===== config.mk =====
export PLATFORM = sky130hd
export DESIGN_NAME = motion_reward_sequencer
export DESIGN_NICKNAME = d
export VERILOG_FILES = /design/src/rtl/core/mrs_pkg.sv /design/src/rtl/core/mrs_cfg_regs.sv /design/src/rtl/core/mrs_step.sv /design/src/rtl/core/motion_reward_sequencer.sv
export VERILOG_INCLUDE_DIRS = /design/src /design/src/rtl/core
export SDC_FILE = /design/constraint.sdc
export NUM_CORES = 1
export LEC_CHECK = 0
export BUFFER_PORTS_ARGS = -buffer_cell sky130_fd_sc_hd__buf_2
export CAP_MARGIN = 0
export CORE_MARGIN = 2
export CORE_UTILIZATION = 60
export CTS_BUF_LIST = sky130_fd_sc_hd__clkbuf_4
export DETAILED_ROUTE_END_ITERATION = 8
export HOLD_SLACK_MARGIN = 0.06
export PLACE_DENSITY_LB_ADDON = 0.15
export RECOVER_POWER = 25
export SLEW_MARGIN = 0
export SYNTH_ARGS = -nofsm -noshare
export SYNTH_HDL_FRONTEND = slang
export SYNTH_HIERARCHICAL = 1
export SYNTH_SLANG_ARGS = --single-unit

===== constraint.sdc =====
create_clock -name i_clk -period 7.6 [get_ports i_clk]
set_clock_uncertainty 0.1 [all_clocks]
set_input_delay 0.38 -clock i_clk [delete_from_list [all_inputs] [get_ports i_clk]]
set_output_delay 0.38 -clock i_clk [all_outputs]
set_load 0.02 [all_outputs]

===== src/rtl/core/motion_reward_sequencer_macros.svh =====
// Assertion macros for the motion reward sequencer.
// Included by modules that carry concurrent checks; needs i_clk and i_rst_n in scope.
`ifndef MOTION_REWARD_SEQUENCER_MACROS_SVH
`define MOTION_REWARD_SEQUENCER_MACROS_SVH

// Antecedent implies consequent in the same cycle.
`define MRS_ASSERT_NOW(label, ant, cons) \
    label: assert property (@(posedge i_clk) disable iff (!i_rst_n) (ant) |-> (cons)) \
        else $error("motion_reward_sequencer: same-cycle check failed");

// Antecedent implies consequent in the next cycle.
`define MRS_ASSERT_NEXT(label, ant, cons) \
    label: assert property (@(posedge i_clk) disable iff (!i_rst_n) (ant) |=> (cons)) \
        else $error("motion_reward_sequencer: next-cycle check failed");

`endif


===== src/rtl/core/mrs_pkg.sv =====
// Shared types, constants and helpers for the motion reward sequencer.
// No dependencies.
package mrs_pkg;

    localparam int COUNT_WIDTH   = 16;
    localparam int VEL_WIDTH     = 16;
    localparam int CFG_WIDTH     = 16;
    localparam int CFG_IDX_WIDTH = 3;
    localparam int CMP_WIDTH     = (COUNT_WIDTH > CFG_WIDTH) ? COUNT_WIDTH : CFG_WIDTH;

    localparam logic [COUNT_WIDTH-1:0] COUNT_MAX = {COUNT_WIDTH{1'b1}};

    // Register indexes
    localparam logic [CFG_IDX_WIDTH-1:0] CFG_VEL_THRESHOLD   = CFG_IDX_WIDTH'(0);
    localparam logic [CFG_IDX_WIDTH-1:0] CFG_RUN_TICKS_NEED  = CFG_IDX_WIDTH'(1);
    localparam logic [CFG_IDX_WIDTH-1:0] CFG_STILL_TICKS_NEED = CFG_IDX_WIDTH'(2);
    localparam logic [CFG_IDX_WIDTH-1:0] CFG_MOTION_MODE_TICKS = CFG_IDX_WIDTH'(3);
    localparam logic [CFG_IDX_WIDTH-1:0] CFG_STILL_MODE_TICKS = CFG_IDX_WIDTH'(4);

    // Mode codes as reported on the output
    localparam logic [1:0] CODE_WAIT_MOTION   = 2'd0;
    localparam logic [1:0] CODE_REWARD_MOTION = 2'd1;
    localparam logic [1:0] CODE_WAIT_STILL    = 2'd2;
    localparam logic [1:0] CODE_REWARD_STILL  = 2'd3;

    typedef enum logic [3:0] {
        MODE_WAIT_MOTION   = 4'b0001,
        MODE_REWARD_MOTION = 4'b0010,
        MODE_WAIT_STILL    = 4'b0100,
        MODE_REWARD_STILL  = 4'b1000
    } t_mode;

    typedef struct packed {
        logic signed [CFG_WIDTH-1:0] velocity_threshold;
        logic [CFG_WIDTH-1:0]        running_ticks_needed;
        logic [CFG_WIDTH-1:0]        still_ticks_needed;
        logic [CFG_WIDTH-1:0]        motion_mode_ticks;
        logic [CFG_WIDTH-1:0]        still_mode_ticks;
    } t_cfg;

    typedef struct packed {
        t_mode                  mode;
        logic [COUNT_WIDTH-1:0] running_count;
        logic [COUNT_WIDTH-1:0] still_count;
        logic [COUNT_WIDTH-1:0] dwell_count;
    } t_state;

    function automatic logic [1:0] mode_code(input t_mode m);
        logic [1:0] code;
        unique case (m)
            MODE_WAIT_MOTION:   code = CODE_WAIT_MOTION;
            MODE_REWARD_MOTION: code = CODE_REWARD_MOTION;
            MODE_WAIT_STILL:    code = CODE_WAIT_STILL;
            MODE_REWARD_STILL:  code = CODE_REWARD_STILL;
            default:            code = CODE_WAIT_MOTION;
        endcase
        return code;
    endfunction

    function automatic logic [COUNT_WIDTH-1:0] sat_inc(input logic [COUNT_WIDTH-1:0] c);
        return (c == COUNT_MAX) ? COUNT_MAX : c + COUNT_WIDTH'(1);
    endfunction

    // count >= threshold, both zero-extended to a common width
    function automatic logic reached(input logic [COUNT_WIDTH-1:0] c,
                                     input logic [CFG_WIDTH-1:0] thr);
        return CMP_WIDTH'(c) >= CMP_WIDTH'(thr);
    endfunction

endpackage


===== src/rtl/core/mrs_cfg_regs.sv =====
// Configuration register file for the motion reward sequencer.
// Depends on mrs_pkg.
module mrs_cfg_regs (
    input  logic                             i_clk,
    input  logic                             i_rst_n,
    input  logic                             i_wr_en,
    input  logic [mrs_pkg::CFG_IDX_WIDTH-1:0] i_wr_index,
    input  logic [mrs_pkg::CFG_WIDTH-1:0]     i_wr_data,
    output mrs_pkg::t_cfg                    o_cfg
);

    mrs_pkg::t_cfg r_cfg;

    always_ff @(posedge i_clk) begin
        if (!i_rst_n) begin
            r_cfg <= '0;
        end else if (i_wr_en) begin
            unique case (i_wr_index)
                mrs_pkg::CFG_VEL_THRESHOLD:     r_cfg.velocity_threshold   <= i_wr_data;
                mrs_pkg::CFG_RUN_TICKS_NEED:    r_cfg.running_ticks_needed <= i_wr_data;
                mrs_pkg::CFG_STILL_TICKS_NEED:  r_cfg.still_ticks_needed   <= i_wr_data;
                mrs_pkg::CFG_MOTION_MODE_TICKS: r_cfg.motion_mode_ticks    <= i_wr_data;
                mrs_pkg::CFG_STILL_MODE_TICKS:  r_cfg.still_mode_ticks     <= i_wr_data;
                default: ;  // unknown index, dropped
            endcase
        end
    end

    assign o_cfg = r_cfg;

endmodule


===== src/rtl/core/mrs_step.sv =====
// One tick of the reward sequencer: classify, count, mode decision.
// Pure combinational; depends on mrs_pkg.
module mrs_step (
    input  logic signed [mrs_pkg::VEL_WIDTH-1:0] i_velocity,
    input  mrs_pkg::t_cfg                        i_cfg,
    input  mrs_pkg::t_state                      i_state,
    output mrs_pkg::t_state                      o_state,
    output logic                                 o_pulse
);

    logic moving;

    always_comb begin
        moving  = i_velocity > i_cfg.velocity_threshold;
        o_state = i_state;
        o_pulse = 1'b0;

        if (moving) begin
            o_state.still_count   = '0;
            o_state.running_count = mrs_pkg::sat_inc(i_state.running_count);
        end else begin
            o_state.running_count = '0;
            o_state.still_count   = mrs_pkg::sat_inc(i_state.still_count);
        end

        unique case (i_state.mode)
            mrs_pkg::MODE_WAIT_MOTION: begin
                if (mrs_pkg::reached(o_state.running_count, i_cfg.running_ticks_needed)) begin
                    o_pulse               = 1'b1;
                    o_state.running_count = '0;
                    o_state.mode          = mrs_pkg::MODE_REWARD_MOTION;
                end
            end
            mrs_pkg::MODE_REWARD_MOTION: begin
                o_state.dwell_count = mrs_pkg::sat_inc(i_state.dwell_count);
                if (mrs_pkg::reached(o_state.dwell_count, i_cfg.motion_mode_ticks)) begin
                    o_state.dwell_count = '0;
                    o_state.mode        = mrs_pkg::MODE_WAIT_STILL;
                end
                if (mrs_pkg::reached(o_state.running_count, i_cfg.running_ticks_needed)) begin
                    o_pulse               = 1'b1;
                    o_state.running_count = '0;
                end
            end
            mrs_pkg::MODE_WAIT_STILL: begin
                if (mrs_pkg::reached(o_state.still_count, i_cfg.still_ticks_needed)) begin
                    o_pulse             = 1'b1;
                    o_state.still_count = '0;
                    o_state.mode        = mrs_pkg::MODE_REWARD_STILL;
                end
            end
            default: begin  // reward for stillness
                o_state.dwell_count = mrs_pkg::sat_inc(i_state.dwell_count);
                if (mrs_pkg::reached(o_state.dwell_count, i_cfg.still_mode_ticks)) begin
                    o_state.dwell_count = '0;
                    o_state.mode        = mrs_pkg::MODE_WAIT_MOTION;
                end
                if (mrs_pkg::reached(o_state.still_count, i_cfg.still_ticks_needed)) begin
                    o_pulse             = 1'b1;
                    o_state.still_count = '0;
                end
            end
        endcase
    end

endmodule


===== src/rtl/core/motion_reward_sequencer.sv =====
// Motion reward sequencer top level: input beat register, step logic, result register.
// Depends on mrs_pkg, mrs_cfg_regs, mrs_step and motion_reward_sequencer_macros.svh.
//
// Usage:
//  - Input channel: one beat per frame tick carrying a signed Q3.12 velocity
//    (i_in_valid / o_in_stall / i_velocity).
//  - Output channel: one beat per input beat with reward pulse, mode after the
//    step and a packed status word (o_out_valid / i_out_stall / o_*).
//  - Config channel: i_cfg_valid / o_cfg_ready with a register index and 16-bit
//    data; o_cfg_ready is always high. Write only while no beat is in flight.
//    Unknown indexes are ignored.
//  - Path: an input beat passes the input register, then the result register,
//    to the output. Throughput: one beat per cycle while the output is not
//    stalled, set by combinational step logic updating mode and counters in place.
//  - Stall: when the result register holds a beat that is stalled, the input
//    register keeps its beat and o_in_stall rises only if it is also full, so
//    up to two beats are held inside.
//  - Reset (synchronous, active low): mode back to wait-for-motion, all counts
//    and config registers to zero, both pipeline stages empty.
`include "motion_reward_sequencer_macros.svh"

module motion_reward_sequencer (
    input  logic                                 i_clk,
    input  logic                                 i_rst_n,
    // input beats
    input  logic                                 i_in_valid,
    output logic                                 o_in_stall,
    input  logic signed [mrs_pkg::VEL_WIDTH-1:0] i_velocity,
    // result beats
    output logic                                 o_out_valid,
    input  logic                                 i_out_stall,
    output logic                                 o_reward_pulse,
    output logic [1:0]                           o_mode_now,
    output logic [5:0]                           o_status_word,
    // config writes
    input  logic                                 i_cfg_valid,
    output logic                                 o_cfg_ready,
    input  logic [mrs_pkg::CFG_IDX_WIDTH-1:0]    i_cfg_index,
    input  logic [mrs_pkg::CFG_WIDTH-1:0]        i_cfg_data
);

    mrs_pkg::t_cfg   s_cfg;
    mrs_pkg::t_state r_state;
    mrs_pkg::t_state n_state;
    logic            n_pulse;

    // input register
    logic                                 r_in_valid;
    logic signed [mrs_pkg::VEL_WIDTH-1:0] r_in_vel;

    // result register
    logic       r_out_valid;
    logic       r_pulse;
    logic [1:0] r_mode_code;

    logic          s_move;   // input-register beat steps into the result register
    logic          s_in_acc;
    mrs_pkg::t_mode s_mode_succ;

    assign o_cfg_ready = 1'b1;

    mrs_cfg_regs u_cfg (
        .i_clk      (i_clk),
        .i_rst_n    (i_rst_n),
        .i_wr_en    (i_cfg_valid & o_cfg_ready),
        .i_wr_index (i_cfg_index),
        .i_wr_data  (i_cfg_data),
        .o_cfg      (s_cfg)
    );

    mrs_step u_step (
        .i_velocity (r_in_vel),
        .i_cfg      (s_cfg),
        .i_state    (r_state),
        .o_state    (n_state),
        .o_pulse    (n_pulse)
    );

    assign s_move     = r_in_valid && (!r_out_valid || !i_out_stall);
    assign o_in_stall = r_in_valid && !s_move;
    assign s_in_acc   = i_in_valid && !o_in_stall;

    always_ff @(posedge i_clk) begin
        if (!i_rst_n) begin
            r_in_valid <= 1'b0;
        end else if (s_in_acc) begin
            r_in_valid <= 1'b1;
        end else if (s_move) begin
            r_in_valid <= 1'b0;
        end
    end

    always_ff @(posedge i_clk) begin
        if (s_in_acc) begin
            r_in_vel <= i_velocity;
        end
    end

    // sequencer state advances once per beat taken into the result register
    always_ff @(posedge i_clk) begin
        if (!i_rst_n) begin
            r_state.mode          <= mrs_pkg::MODE_WAIT_MOTION;
            r_state.running_count <= '0;
            r_state.still_count   <= '0;
            r_state.dwell_count   <= '0;
        end else if (s_move) begin
            r_state <= n_state;
        end
    end

    always_ff @(posedge i_clk) begin
        if (!i_rst_n) begin
            r_out_valid <= 1'b0;
        end else if (s_move) begin
            r_out_valid <= 1'b1;
        end else if (!i_out_stall) begin
            r_out_valid <= 1'b0;
        end
    end

    always_ff @(posedge i_clk) begin
        if (s_move) begin
            r_pulse     <= n_pulse;
            r_mode_code <= mrs_pkg::mode_code(n_state.mode);
        end
    end

    assign o_out_valid    = r_out_valid;
    assign o_reward_pulse = r_pulse;
    assign o_mode_now     = r_mode_code;
    assign o_status_word  = {r_mode_code, 3'b000, r_pulse};

    // next mode in the rotation, for the transition check
    assign s_mode_succ = mrs_pkg::t_mode'({r_state.mode[2:0], r_state.mode[3]});

    // checks
    `MRS_ASSERT_NEXT(a_mode_holds_idle, !s_move, $stable(r_state))
    `MRS_ASSERT_NEXT(a_mode_steps_by_one, s_move,
        r_state.mode == $past(r_state.mode) || r_state.mode == $past(s_mode_succ))
    `MRS_ASSERT_NEXT(a_wait_reward_enters, s_move && n_pulse && (r_state.mode == mrs_pkg::MODE_WAIT_MOTION || r_state.mode == mrs_pkg::MODE_WAIT_STILL), r_state.mode == $past(s_mode_succ))
    `MRS_ASSERT_NOW(a_stall_only_full, o_in_stall, r_in_valid && r_out_valid)

endmodule


==> results by stage, run 1 <==
Status:
- The flow ran to the end, but the final reports show violations.
- The checks that failed: max-capacitance violations, max-slew violations.

Placed design:
- The count of placed standard cells including taps is 1347.
- The final HPWL from detailed placement is 13800 um.
- The port buffer count is 47.
- At the end of routability-driven placement, the weighted congestion stood at 0.816.
- OpenSTA, run right after detailed placement, puts the worst setup slack at 2.94 ns.
- The placed standard-cell area is 0.00974 mm2.

Timing:
- The fmax is 178 MHz.
- In this run the tightest slew margin relative to its limit is -260%.
- The final period utilization is 74.0%.
- The sum of negative setup slack is 0 ns.
- At the pin with the least slew margin, the transition time is 5.41 ns.
- The setup violation total in the final timing report is 0.
- The number of hold violations in the final report was 0.
- The final hold slack is 0.152 ns.
- The final worst setup slack is 1.98 ns.
- The max-slew violation total from the final report is 135.
- The post-layout minimum cycle time is 5.62 ns.
- Setup repair after global routing left no endpoint under its margin.

Synthesis:
- The number of different library cells used by synthesis comes to 60.
- In this run the cell area of the synthesized design comes to 0.00962 mm2.
- Of the synthesized area, sequential elements account for 33.8%.
- The flip-flop and latch count after synthesis is 153.
- Among all flip-flop cells after synthesis, the most frequent one is sky130_fd_sc_hd__dfxtp_1.
- The number of warning messages in the yosys log is 6.
- The share of flip-flops with an asynchronous set or reset is 0%.
- Counting every instance in the synthesized netlist gives 1138.
- In this run, synthesis inferred 19 flip-flops with an integrated enable.
- The per-instance average area after synthesis is 8.45 um2.

Route:
- For this block, the initial DRC count from the detailed router was 416.
- Dividing the detail-routed via count by the number of cells gives 5.42.
- The post-detailed-route wirelength per cell is 14.5 um.
- After detailed routing, the number of remaining DRC violations is 0.
- After detailed routing, the total wire length is 20200 um.
- Once detail routing completed, the nets flagged for antenna violations numbered 0.
- The iteration count of the initial detailed-routing pass is 5.
- Summing over every cut layer, the via total after detailed routing is 7567.

Setup path:
- The signal on the critical path passes through clkbuf_1 > nand2_1 > mux2i_1.
- The critical path is of the input pin to register type.
- The highest fanout seen on the critical path is 134.
- For this run, the slowest stage of the critical path takes 3.72 ns.
- Among all stages on the critical path, the largest delay is contributed by sky130_fd_sc_hd__clkbuf_1.
- The category of the worst setup path launch point is an input pin.
- STA puts the critical path data required time at 7.96 ns.
- The endpoint arrival time on the critical path is 5.98 ns.
- The type of element capturing the critical path is a register.

Global route:
- Across every metal layer, demand over resource in global routing totals 24.8%.
- The most utilized layer in the global route result is met2.
- The met1 layer usage reported by global route is 34.0%.
- The number of antenna violations at the first check in global routing was 0.
- The met2 track utilization from global routing is 41.2%.
- The first global-routing pass estimated 33700 um of wire.
- For this run, global-route usage on met3 was measured as 4.93%.
- Entering global routing, the biggest net connects 135 pins.
- The total overflow left after global routing is 0.
- The via count of the first global-routing pass is 7040.

Floorplan:
- The area of the core is 0.0158 mm2.
- Pin placement for this block handled 52 I/O pins.
- Measured along the y axis, the die boundary spans 131 um.
- For this configuration, the core starts out at a cell density of 61.0%.
- The row count is 46.
- The width of the chip is 131 um.
- The die covers 0.0171 mm2.

CTS:
- The root cell of the clock tree is sky130_fd_sc_hd__clkbuf_4.
- The total CTS buffers is 17.
- The TritonCTS clock tree is built.
- For the worst-skew pair, the clock arrives at the later sink with an insertion delay of 0.55 ns.
- The buffer depth of the longest clock path is 2.
- The H-tree was split into 4 levels.
- The number of clock sinks is 153.
- Clock-pin slew was measured on the worst setup and hold paths at 0.15 ns.

Job:
- The max-cap check violation count is 1.

Layout:
- In the layout the commonest cells are 251 x sky130_fd_sc_hd__nand2_1, 134 x sky130_fd_sc_hd__mux2i_1, 134 x sky130_fd_sc_hd__dfxtp_1.
- After routing the design area is 0.0102 mm2.
- Measured on the finished design, the core utilization comes to 64.5%.
- The layout overhead on the synthesized area is 5.75%.
- Across the whole layout, storage elements account for 0.00325 mm2.
- The multi-input logic area is 0.00557 mm2.
- The most frequent standard cell in the layout excluding fill and tap cells is sky130_fd_sc_hd__nand2_1.
- The fraction of layout cells with a size suffix above 1 is 8.30%.
- 0 antenna diodes ended up in the layout.
- For this run, the post-layout net count is 1291.
- The count of filler cells inserted in the layout is 1405.
- Excluding fillers, the count of instances in the completed layout stands at 1397.

Pwr:
- The power density over the cells is 153 mW/mm2.
- The leakage power figure is 4.26 nW.
- The total power of the final layout is 1.56 mW.
- The worst-case vdd ir drop is 0.133 mV.

Hold path:
- The worst hold path belongs to the class input pin to register.
[synth_stat cells (all sizes together) (2+ instances only)]
library cell	instances	share of area, %
a2111oi	3	0.27
a211oi	4	0.31
a21o	6	0.47
a21oi	35	1.8
a22o	5	0.46
a31oi	4	0.26
a32o	7	0.73
and2	3	0.20
and3	17	1.1
and4	6	0.55
buf	51	4.6
clkbuf	14	0.55
conb	2	0.078
dfxtp	134	28
edfxtp	19	5.9
ha	83	11
inv	88	3.4
mux2	2	0.27
mux2i	135	14
nand2	251	9.8
nand2b	10	0.65
nand3	24	1.2
nand3b	2	0.16
nand4	7	0.46
nand4b	2	0.18
nand4bb	2	0.23
nor2	73	2.8
nor2b	12	0.78
nor3	41	2.1
nor4	5	0.46
o2111ai	2	0.18
o211ai	2	0.16
o21a	6	0.47
o21ai	22	1.1
o22ai	2	0.13
o31ai	5	0.39
or3	2	0.13
xnor2	23	2.1
xor2	13	1.2
[state kept, by name, summed over array words and instances, names as in the netlist]
signal	count
o_mode_now	2
r_in_vel	16
r_in_valid	1
u_cfg/o_cfg	80
o_out_valid	1
o_reward_pulse	1
r_state	52
[kinds of logic (layout without fill, tap and decap cells)]
logic type | count (synthesis) | after routing | synth area share [%]
xor gates and xnor gates | 36 | 36 | 3.28
buffers and inverters | 153 | 194 | 8.56
DFF | 153 | 153 | 33.8
and+or+nand+nor | 464 | 464 | 21.7
adders and majority gates | 83 | 83 | 10.8
muxes | 137 | 137 | 14.3
other | 2 | 4 | 0.0781
AOI/OAI and AO/OA | 110 | 110 | 7.45
[report_power, final]
part | total [mW] | switching, mW | internal (mW)
Sequential | 0.853 | 0.0139 | 0.839
Clock | 0.476 | 0.333 | 0.144
Combinational | 0.226 | 0.145 | 0.0808
Total | 1.56 | 0.492 | 1.06
[cell type report]
type                       instances  share of cell area (%)
multi-input combinational        834                    54.8
tap                              216                    2.66
clock inverter                    15                    1.32
sequential                       153                    32.0
inverter                          88                    3.25
timing repair buffer              74                    4.74
clock buffer                      17                    1.25
[final timing paths]
path	from	slack, ns	to	cells after the start
worst max-delay path	i_rst_n	1.98	u_cfg/o_cfg[73]$_SDFFE_PN0P_	3
worst min-delay path	i_cfg_data[1]	0.15	u_cfg/o_cfg[1]$_SDFFE_PN0P_	3
worst max register to register	r_in_vel[15]$_DFFE_PP_	2.82	r_state[49]$_SDFFE_PN0P_	17
worst min register to register	u_cfg/o_cfg[36]$_SDFFE_PN0P_	0.37	u_cfg/o_cfg[36]$_SDFFE_PN0P_	2
[worst max-delay path: cells and delay by family]
family	cells	cell delay, ns
buffers and inverters	1	3.72
AND/OR/NAND/NOR	1	1.36
multiplexers	1	0.48
[layer usage]
layer / up-vias / wire length [um]
met5: - / 0
met2: 126 / 9550
li1: 3921 / -
met1: 3509 / 9890
met3: 11 / 651
met4: 0 / 136
[what timing repair did]
item	CTS	global route
buffers inserted	0	0
endpoints found under the hold margin	18	0
setup endpoints to repair	0	0
gates resized for setup	0	0
hold buffers	18	0
No activity file was read; power rests on OpenSTA's default activity.
==> run 2: changes to the inputs <==
ABC_AREA = 1   (was unset)
CORE_UTILIZATION = 58   (was 60)
clock period = 4.6 ns   (was 7.6 ns; I/O delays follow)
==> run 2 against run 1 <==
The flow still finishes with violations (max-capacitance violations, max-slew violations). Wire length rose by 34%. Clock-buffer cell count unchanged. Die area grew 17%. Worst setup slack lost 1.4 ns. Synthesized cell count up 47%. Final cell count is 40% higher. Global-route usage up 2.9 points. Power is 110% higher. Area after synthesis increased by 13%. Via count rose by 37%. Register-to-register slack lost 2.3 ns. Critical path type is now register to register.
==> results by stage, run 2 <==
CTS:
- The CTS clock-pin slew for the worst setup and hold paths is 0.17 ns (+0.02 ns).
- The root cell of the clock tree is sky130_fd_sc_hd__clkbuf_4.
- The total CTS buffers is 17 (unchanged).
- The H-tree depth came to 4 (unchanged).
- TritonCTS built the clock tree.
- The clock insertion delay at the later pin of the skew report was 0.58 ns (+0.03 ns).
- The buffer depth of the longest clock path is 2 (unchanged).
- The post-CTS setup repair buffer count was 0 (unchanged).
- The number of clock sinks is 153 (unchanged).

Global route:
- The via count of the first global-routing pass is 9553 (+36%).
- The met3 track utilization from global routing is 4.65% (-0.27 points).
- The overall track demand over capacity in global routing is 27.7% (+2.9 points).
- The wire length of the first global-routing pass is 45200 um (+34%).
- The most utilized layer in the global route result is met2.
- The number of antenna violations at the first check in global routing is 1 (+1).
- The sum of overflow across all layers after global routing came to 0 (unchanged).
- The met1 layer usage reported by global route is 37.8% (+3.8 points).
- The met2 track utilization from global routing came to 44.7% (+3.5 points).
- The pin count of the biggest net entering global routing is 106 (-21%).

Synthesis:
- The flip-flop and latch count after synthesis is 153 (unchanged).
- The number of enable flip-flop cells after synthesis is 19 (unchanged).
- In the synthesized netlist the dominant register cell turns out to be sky130_fd_sc_hd__dfxtp_1.
- In the post-synthesis netlist, the biggest area contributors are sky130_fd_sc_hd__dfxtp_1 25%, sky130_fd_sc_hd__nand2_1 12%, sky130_fd_sc_hd__nor2_1 9.8%.
- The share of the synthesized area in the top cell type is 24.6% (-3.2 points).
- The per-instance average area after synthesis is 6.52 um2 (-23%).
- The cell count after synthesis came to 1670 (+47%).
- The number of warning messages in the yosys log is 6 (unchanged).
- The share of flip-flops with an asynchronous set or reset is 0% (unchanged).
- In the synthesized netlist, the cells that appear most often are 357 x sky130_fd_sc_hd__nand2_1, 285 x sky130_fd_sc_hd__nor2_1, 258 x sky130_fd_sc_hd__inv_1, 200 x sky130_fd_sc_hd__nand3_1, 134 x sky130_fd_sc_hd__dfxtp_1.
- The sequential element share of the synthesized area is 29.9% (-3.9 points).
- The most used standard cell by instance count after synthesis is sky130_fd_sc_hd__nand2_1.
- The biggest area contributor in the post-synthesis netlist is sky130_fd_sc_hd__dfxtp_1.
- The unique cell type count in the Yosys netlist came to 38 (-37%).
- The post-synthesis instance area is 0.0109 mm2 (+13%).

Layout:
- The final cell utilization of the core is 62.6% (-1.9 points).
- The net count reported at finish is 1831 (+42%).
- From synthesis to final layout, the design area changed by 6.88%.
- The register area is 0.00326 mm2 (+0.12%).
- In the layout the commonest cells are 357 x sky130_fd_sc_hd__nand2_1, 287 x sky130_fd_sc_hd__nor2_1, 258 x sky130_fd_sc_hd__inv_1.
- The count of filler cells inserted in the layout is 1741 (+24%).
- The number of flip-flops under the largest register name is 80 (unchanged).
- The cell area after layout is 0.0116 mm2 (+14%).
- The library cell used most frequently in the layout, excluding fill and tap cells, is sky130_fd_sc_hd__nand2_1.
- The fraction of layout cells with a size suffix above 1 came to 7.61% (-0.69 points).
- The multi-input logic area is 0.00608 mm2 (+9.1%).
- The filler-free cell count of the finished design is 1956 (+40%).

Floorplan:
- The row count is 50 (+8.7%).
- The y dimension of the die is 141 um (+7.9%).
- The count of pins on the block boundary was 52 (unchanged).
- The width of the chip is 141 um (+7.9%).
- The die footprint is 0.0199 mm2 (+17%).
- The area of the core is 0.0186 mm2 (+18%).
- The effective utilization at floorplan is 58.6% (-2.4 points).

Hold path:
- The worst hold path belongs to the class input pin to register.
- The hold path startpoint is i_rst_n.
- The worst hold path stage count came to 3 (unchanged).

Route:
- The sum of routed wire length over all layers is 27100 um (+34%).
- The count of nets left with antenna violations after detail routing came to 0 (unchanged).
- The number of remaining DRC errors is 0 (unchanged).
- The via density per instance is 5.31 (-2.0%).
- The post-detailed-route wirelength per cell is 13.9 um (-4.1%).
- The iteration count of the initial detailed-routing pass is 5 (unchanged).
- The DRC violation total after the first TritonRoute iteration is 815 (+96%).
- The number of vias after detailed routing is 10381 (+37%).

Job:
- The max-cap check violation count is 1 (unchanged).

Setup path:
- The number of cells on the worst reg-to-reg path was 23 (+6).
- The source of the worst register-to-register timing path is r_in_vel[15]$_DFFE_PP_.
- Tracing the worst setup path back leads to its startpoint at r_in_vel[15]$_DFFE_PP_.
- The endpoint arrival time on the critical path is 4.42 ns (-1.56 ns).
- The category of the worst setup path launch point is a register.
- The highest fanout seen on the critical path is 16 (-88%).
- The type of element capturing the critical path is a register.
- The data required time of the worst path was 4.97 ns (-2.99 ns).
- The worst setup path is of the register to register kind.

Timing:
- Setup repair after global routing left no endpoint under its margin.
- The final period utilization is 88.1%.
- The setup violation total in the final timing report was 0 (unchanged).
- The sum of negative setup slack is 0 ns (unchanged).
- The post-layout minimum cycle time is 4.05 ns.
- Derived from the worst setup path, the maximum achievable clock frequency is 247 MHz.
- The final hold slack is 0.149 ns (-0.00300 ns).
- The headroom to the max-slew limit is -41.3% (+220 points).
- The transition time at the pin with the least slew margin is 2.12 ns (-3.29 ns).
- The max-slew violation total from the final report is 53 (-61%).
- The number of hold violations in the final report was 0 (unchanged).
- The final worst setup slack is 0.546 ns (-1.43 ns).

Pwr:
- The total power of the final layout is 3.20 mW (+110%).
- The power density over the cells is 275 mW/mm2 (+80%).
- The leakage power figure was 5.65 nW (+33%).
- The worst-case vdd ir drop came to 0.180 mV (+35%).

Placed design:
- The port buffer count is 47 (unchanged).
- The placed standard-cell area is 0.0109 mm2 (+12%).
- The placer's final routability congestion estimate is 0.912 (+12%).
- The count of placed standard cells including taps was 1881 (+40%).
- The worst-case setup slack after placement is 0.602 ns (-2.34 ns).
- The final HPWL from detailed placement is 18600 um (+35%).

Status:
- The run finished, with violations left.
- The checks that failed: max-capacitance violations, max-slew violations.
[run 2: cell types whose count changed after synthesis, moves of 14 or more]
cell                      previous run  this run
sky130_fd_sc_hd__a21oi_1            35        87
sky130_fd_sc_hd__and3_1             16         0
sky130_fd_sc_hd__buf_6               8        22
sky130_fd_sc_hd__inv_1              88       258
sky130_fd_sc_hd__mux2i_1           135         0
sky130_fd_sc_hd__nand2_1           251       357
sky130_fd_sc_hd__nand3_1            24       200
sky130_fd_sc_hd__nand3_2             0        15
sky130_fd_sc_hd__nand4_1             7        49
sky130_fd_sc_hd__nor2_1             73       285
sky130_fd_sc_hd__nor3_1             41        11
sky130_fd_sc_hd__xnor2_1            23         5
[run 2: critical path, cell delays in order, from the launching register on]
cell and delay (ns):
sky130_fd_sc_hd__edfxtp_1 0.41, sky130_fd_sc_hd__ha_1 0.36, sky130_fd_sc_hd__nand2_1 0.12, sky130_fd_sc_hd__inv_1 0.05, sky130_fd_sc_hd__nand2_1 0.06, sky130_fd_sc_hd__nand2_1 0.04
sky130_fd_sc_hd__a21oi_1 0.23, sky130_fd_sc_hd__nand3_2 0.10, sky130_fd_sc_hd__nand2_1 0.11, sky130_fd_sc_hd__nand2_4 0.16, sky130_fd_sc_hd__nand3_1 0.15, sky130_fd_sc_hd__inv_1 0.06
sky130_fd_sc_hd__ha_1 0.28, sky130_fd_sc_hd__nand2_1 0.07, sky130_fd_sc_hd__nor4_1 0.39, sky130_fd_sc_hd__nand2_1 0.14, sky130_fd_sc_hd__nand3_1 0.16, sky130_fd_sc_hd__nand2_1 0.12
sky130_fd_sc_hd__inv_1 0.43, sky130_fd_sc_hd__nor2_1 0.10, sky130_fd_sc_hd__inv_1 0.07, sky130_fd_sc_hd__nand3_1 0.07, sky130_fd_sc_hd__nand2_1 0.10, sky130_fd_sc_hd__nor2_1 0.06
[run 2: per-layer routing]
metal,vias to the layer above,wire length (um)
li1,5357,-
met1,4639,12600
met2,330,12100
met3,55,1730
met4,0,654
met5,-,0
[run 2: power breakdown]
part,internal [mW],switching (mW),total [mW]
registers,1.42,0.0654,1.49
logic,0.286,0.550,0.837
clock network,0.300,0.577,0.877
total,2.01,1.19,3.20
[run 2: final timing paths]
| path | to | slack (ns) |
|---|---|---|
| max | r_state[38]$_SDFFE_PN0P_ | 0.55 |
| min | r_state[40]$_SDFFE_PN0P_ | 0.15 |
| max reg2reg | r_state[38]$_SDFFE_PN0P_ | 0.55 |
| min reg2reg | u_cfg/o_cfg[57]$_SDFFE_PN0P_ | 0.39 |
[run 2: cell families (layout without fill, tap and decap cells)]
group                    count (synthesis)  after routing  share of synthesized area, %
XOR/XNOR                                17             17                          1.37
other                                    2              5                        0.0690
AO/OA/AOI/OAI                          112            112                          5.35
AND/OR/NAND/NOR                        962            962                          39.5
adder cells (fa/ha/maj)                 83             83                          9.54
flip-flops                             153            153                          29.9
buffers and inverters                  341            390                          14.3
[run 2: timing repair]
item                                    in CTS  in global routing
resized for setup                            0                  0
endpoints found under the setup margin       0                  0
hold buffers                                42                  0
endpoints found under the hold margin       95                  0
[run 2: final cells by class]
| cell class | count | share of cell area, % |
|---|---|---|
| multi-input cells | 1178 | 52.3 |
| flip-flops and latches | 153 | 28.0 |
| inverters | 260 | 8.39 |
| repair buffers | 98 | 6.17 |
| well taps | 234 | 2.52 |
| clock inverters | 15 | 1.52 |
| clock buffers | 17 | 1.10 |
| diodes | 1 | 0.0215 |
